**src/design/gtrc_pkg.sv**
```systemverilog
// Shared types and constants for the generation-tagged result cache.
// No dependencies; gtrc_hash and the cache core refer to it by scoped names.
`default_nettype none

package gtrc_pkg;

    // Request codes
    localparam logic [1:0] REQ_LOOKUP = 2'd0;
    localparam logic [1:0] REQ_STORE  = 2'd1;
    localparam logic [1:0] REQ_INVAL  = 2'd2;

    // Configuration register indexes
    localparam logic [1:0] CFG_FUNC_A = 2'd0;
    localparam logic [1:0] CFG_FUNC_B = 2'd1;
    localparam logic [1:0] CFG_FUNC_C = 2'd2;
    localparam logic [1:0] CFG_FUNC_D = 2'd3;

    localparam logic [31:0] FUNC_A_RST = 32'h0060_EB60;
    localparam logic [31:0] FUNC_B_RST = 32'h0060_ED40;
    localparam logic [31:0] FUNC_C_RST = 32'h0060_FEC0;
    localparam logic [31:0] FUNC_D_RST = 32'h0000_0000;

    // FNV-1a 32-bit
    localparam logic [31:0] FNV_BASIS  = 32'd2166136261;
    localparam logic [31:0] FNV_PRIME  = 32'd16777619;
    localparam int          ADDR_LOW_W = 12;

    localparam logic [31:0] GEN_RST = 32'd1;

    // One table line
    typedef struct packed {
        logic [31:0] key;
        logic [31:0] func;
        logic [63:0] value;
        logic [31:0] gen;
    } t_entry;

    localparam int ENTRY_W = $bits(t_entry);

    // Request as it travels down the pipeline
    typedef struct packed {
        logic [1:0]  req;
        logic        allowed;
        logic [31:0] func;
        logic [31:0] arg;
        logic [63:0] value;
    } t_item;

endpackage

`default_nettype wire

```
**src/design/gtrc_hash.sv**
```systemverilog
// Two-stage FNV-1a key pipeline: one registered multiply per round.
// Depends on gtrc_pkg.
`default_nettype none

module gtrc_hash (
    input  wire logic           i_clk,
    input  wire logic           i_rst_n,
    input  wire logic           i_en,
    input  wire logic           i_valid,
    input  wire gtrc_pkg::t_item i_item,
    output logic                o_valid,
    output gtrc_pkg::t_item     o_item,
    output logic [31:0]         o_key
);

    logic            r_s1_valid;
    gtrc_pkg::t_item r_s1_item;
    logic [31:0]     r_h1;
    logic            r_s2_valid;
    gtrc_pkg::t_item r_s2_item;
    logic [31:0]     r_key;

    logic [31:0] w_seed;
    logic [31:0] w_h1;
    logic [31:0] w_mix;
    logic [31:0] w_key;

    // Round one only needs the low address bits
    assign w_seed = gtrc_pkg::FNV_BASIS
                  ^ {{(32-gtrc_pkg::ADDR_LOW_W){1'b0}},
                     i_item.func[gtrc_pkg::ADDR_LOW_W-1:0]};
    assign w_h1   = w_seed * gtrc_pkg::FNV_PRIME;
    assign w_mix  = r_h1 ^ r_s1_item.arg;
    assign w_key  = w_mix * gtrc_pkg::FNV_PRIME;

    always_ff @(posedge i_clk) begin
        if (!i_rst_n) begin
            r_s1_valid <= 1'b0;
            r_s2_valid <= 1'b0;
        end else if (i_en) begin
            r_s1_valid <= i_valid;
            r_s2_valid <= r_s1_valid;
        end
    end

    always_ff @(posedge i_clk) begin
        if (i_en) begin
            r_s1_item <= i_item;
            r_h1      <= w_h1;
            r_s2_item <= r_s1_item;
            r_key     <= w_key;
        end
    end

    assign o_valid = r_s2_valid;
    assign o_item  = r_s2_item;
    assign o_key   = r_key;

endmodule

`default_nettype wire

```
**config.mk**
```make
export PLATFORM = sky130hd
export DESIGN_NAME = gtrc_hash
export DESIGN_NICKNAME = d
export VERILOG_FILES = /design/src/design/gtrc_pkg.sv /design/src/design/gtrc_hash.sv
export SDC_FILE = /design/constraint.sdc
export NUM_CORES = 1
export LEC_CHECK = 0
export BUFFER_PORTS_ARGS = -buffer_cell sky130_fd_sc_hd__buf_4
export CAP_MARGIN = 10
export CORE_MARGIN = 4
export CORE_UTILIZATION = 45
export CTS_CLUSTER_SIZE = 40
export DETAILED_ROUTE_END_ITERATION = 16
export PLACE_DENSITY = 0.66
export SYNTH_ARGS = -nofsm -noshare
export SYNTH_HDL_FRONTEND = slang
export SYNTH_SLANG_ARGS = --single-unit
export TNS_END_PERCENT = 10
```
**constraint.sdc**
```tcl
create_clock -name i_clk -period 16 [get_ports i_clk]
set_input_delay 4 -clock i_clk [delete_from_list [all_inputs] [get_ports i_clk]]
set_output_delay 4 -clock i_clk [all_outputs]
set_load 0.02 [all_outputs]
```
==> flow_summary.ini <==
[synthesis]
synth_cells = 1385
ys_seq_elements = 328
synth_cell_types = 58
seq_area_frac_synth = 0.514
yosysTopAreaCellShare = 0.512
synth_top_area_cell = edfxtp_1
async_flop_share = 0
synthTopCellsByArea = edfxtp_1 (51%), ha_1 (19%), fa_1 (9.9%)
avgSynthCellArea_sq_um = 13.8
yosysWarnings = 0
synth_edf_count = 326
syn_area_sq_mm = 0.0191
synthFlopType = edfxtp_1

[worst_setup_path]
cp_max_fo = 8
cp_common_cell = inv_1
cp-startpoint = i_item[100]
critPathKind = in -> reg
ff2ff_path_depth = 19
arrival_ns = 9.20
critPathMaxStageDelay_ns = 0.52
required_ns = 16.28
r2r_slack_ns = 9.71
cp-start-kind = primary input
cpMaxStageDelayCell = fa_1
worstReg2RegEnd = o_key[31]$_DFFE_PP_
cp-end-kind = register
regToRegStartpoint = r_s1_item[67]$_DFFE_PP_
cp_cell_sequence = buf_4 -> inv_1 -> ha_1 -> inv_1 -> ha_1 -> fa_1 -> ha_1 -> inv_1 -> fa_1 -> inv_1 -> ha_1 -> inv_1 -> fa_1 -> inv_1 -> ha_1 -> a21o_1 -> a221o_1 -> a211o_2 -> a311oi_4 -> o211ai_2 -> a31o_1 -> a21oi_2 -> xnor2_1

[floorplanning]
io_pins = 299
rows = 75
fp.dieH_microns = 214
die_area_sq_mm = 0.0459
die_w_microns = 214
start_util = 0.456
core_sq_mm = 0.0419

[placed_design]
place_area_sq_mm = 0.0221
routabilityCongestion = 0.856
portBuffers = 298
post-place-cells = 2222
hpwl_mm = 31.5

[cells_and_area]
final_cell_mix = edfxtp_1 (326), buf_4 (300), ha_1 (295)
drive_gt1_frac = 0.210
final_nets = 2249
final_common_cell = edfxtp_1
fin_cells = 2289
fin_area_sq_mm = 0.0234
area_delta_synth_final_pct = 22.2
diodes = 0

[outcome]
status = finished clean

[cts]
htreeDepth = 2
ctsHoldBuffers = 0
path_clk_slew_ns = 0.06
postCtsSetupBuffers = 0
cts_buffer_depth = 3
clkSinkCount = 328
cts-resized-gates = 0
cts-root-buf = clkbuf_16
worstSkewPairLatency_ns = 0.55
cts_tree = built
cts_buffers = 39

[sta]
tns_ns = 0
finalClockSkew_ns = 0.0141
hold_violations = 0
slew_headroom = 0.336
setup_violations = 0
fmax_mhz = 112
post-route-min-period_ns = 8.92
rsz0062_at_grt = false
tightestPinTransition_ns = 0.992
fin_crit_sh = 0.557
slew_viol_final = 0

[run]
maxCapViolCount = 0

[routing]
first_pass_iters = 6
ant_nets = 0
drt_iter0_drc = 666
viasPerCell = 4.87
vias = 11100
drc = 0
wl_per_cell_microns = 17.3
postRouteWirelength_mm = 39.6

[worst_hold_path]
hold_path_end = o_item[58]$_DFFE_PP_
hp-class = reg -> reg
min_from = r_s1_item[58]$_DFFE_PP_
worstHoldPathCells = 0

[global_route]
grt_max_degree = 112
track_usage = 0.173
antenna_found_initial = 0
grt_pass1_vias = 11800
grt_pass1_wl_mm = 63.3
grt-ovfl-total = 0
==> area by class of cell <==
type                    instances  area [sq um]
repair buffers                301          2270
well taps                     539           674
flip-flops and latches        328          9830
inverters                     284          1070
clock buffers                  47          1030
clock inverters                20           279
multi-input cells             770          8220
fillers                      3466         18600
==> layer usage <==
| layer | wire (microns) | part of all wire | up-vias | GRT usage |
|---|---|---|---|---|
| met3 | 1870 | 0.047 | 74 | 0.0329 |
| met5 | 0 | 0 | - | 0 |
| li1 | - | - | 5465 | - |
| met4 | 1180 | 0.030 | 0 | 0.0562 |
| met1 | 17300 | 0.44 | 5326 | 0.225 |
| met2 | 19300 | 0.49 | 273 | 0.295 |
==> cell usage after synthesis, types with 4 or more instances <==
library cell	n
edfxtp_1	326
ha_1	295
inv_1	284
fa_1	95
xnor2_1	79
a21oi_1	40
xor2_1	36
nor2_1	33
o21ai_0	24
a21o_1	20
nand2_1	20
nand3_1	13
a211oi_1	9
and2_1	7
nand2b_1	7
o21bai_1	7
a31oi_1	6
nand4_1	6
nor2b_1	6
nor3_1	6
and3_1	4
clkbuf_1	4
o21a_1	4
==> metrics by stage <==
stage	setup slack (ns)	hold slack, ns	util
2_1_floorplan	7.00	0.400	-
3_3_place_gp	6.66	0.400	0.526
3_5_place_dp	6.56	0.405	0.526
4_1_cts	7.16	0.415	0.557
5_1_grt	6.85	0.420	0.557
6_report	7.08	0.414	0.557
==> flip-flops by register name, summed over array words and instances, names as in the netlist <==
register	cells
r_h1	32
o_item	131
o_key	32
o_valid	1
r_s1_valid	1
r_s1_item	131
==> cells by family (layout without fill, tap and decap cells) <==
group / Yosys count / count (layout) / synth area share
AO/OA/AOI/OAI: 144 / 144 / 0.0512
XOR/XNOR: 117 / 117 / 0.0547
adder cells (fa/ha/maj): 390 / 390 / 0.292
buffers and inverters: 288 / 652 / 0.0565
flip-flops: 328 / 328 / 0.514
multiplexers: 3 / 3 / 0.00157
other: 2 / 3 / 0.000393
AND/OR/NAND/NOR: 113 / 113 / 0.0291
==> worst max-delay path by stage <==
stage | endpoint | slack (ns) | cells past startpoint
floorplan | r_h1[31]$_DFFE_PP_ | 7.00 | 22
detailed placement | r_h1[31]$_DFFE_PP_ | 6.56 | 23
finish | r_h1[31]$_DFFE_PP_ | 7.08 | 23
global placement | r_h1[31]$_DFFE_PP_ | 6.66 | 23
global route | r_h1[30]$_DFFE_PP_ | 6.85 | 19
CTS | r_h1[31]$_DFFE_PP_ | 7.16 | 23
==> worst max-delay path: cells and delay by family <==
| family | cells | cell delay, ns |
|---|---|---|
| xor gates and xnor gates | 1 | 0.07 |
| adders and majority gates | 8 | 2.91 |
| buffers and inverters | 7 | 0.43 |
| AOI/OAI and AO/OA | 7 | 1.76 |
Power is left out: the tool's default activity adds up to more than one toggle a clock period on the data nets, which glitch-free logic cannot reach.
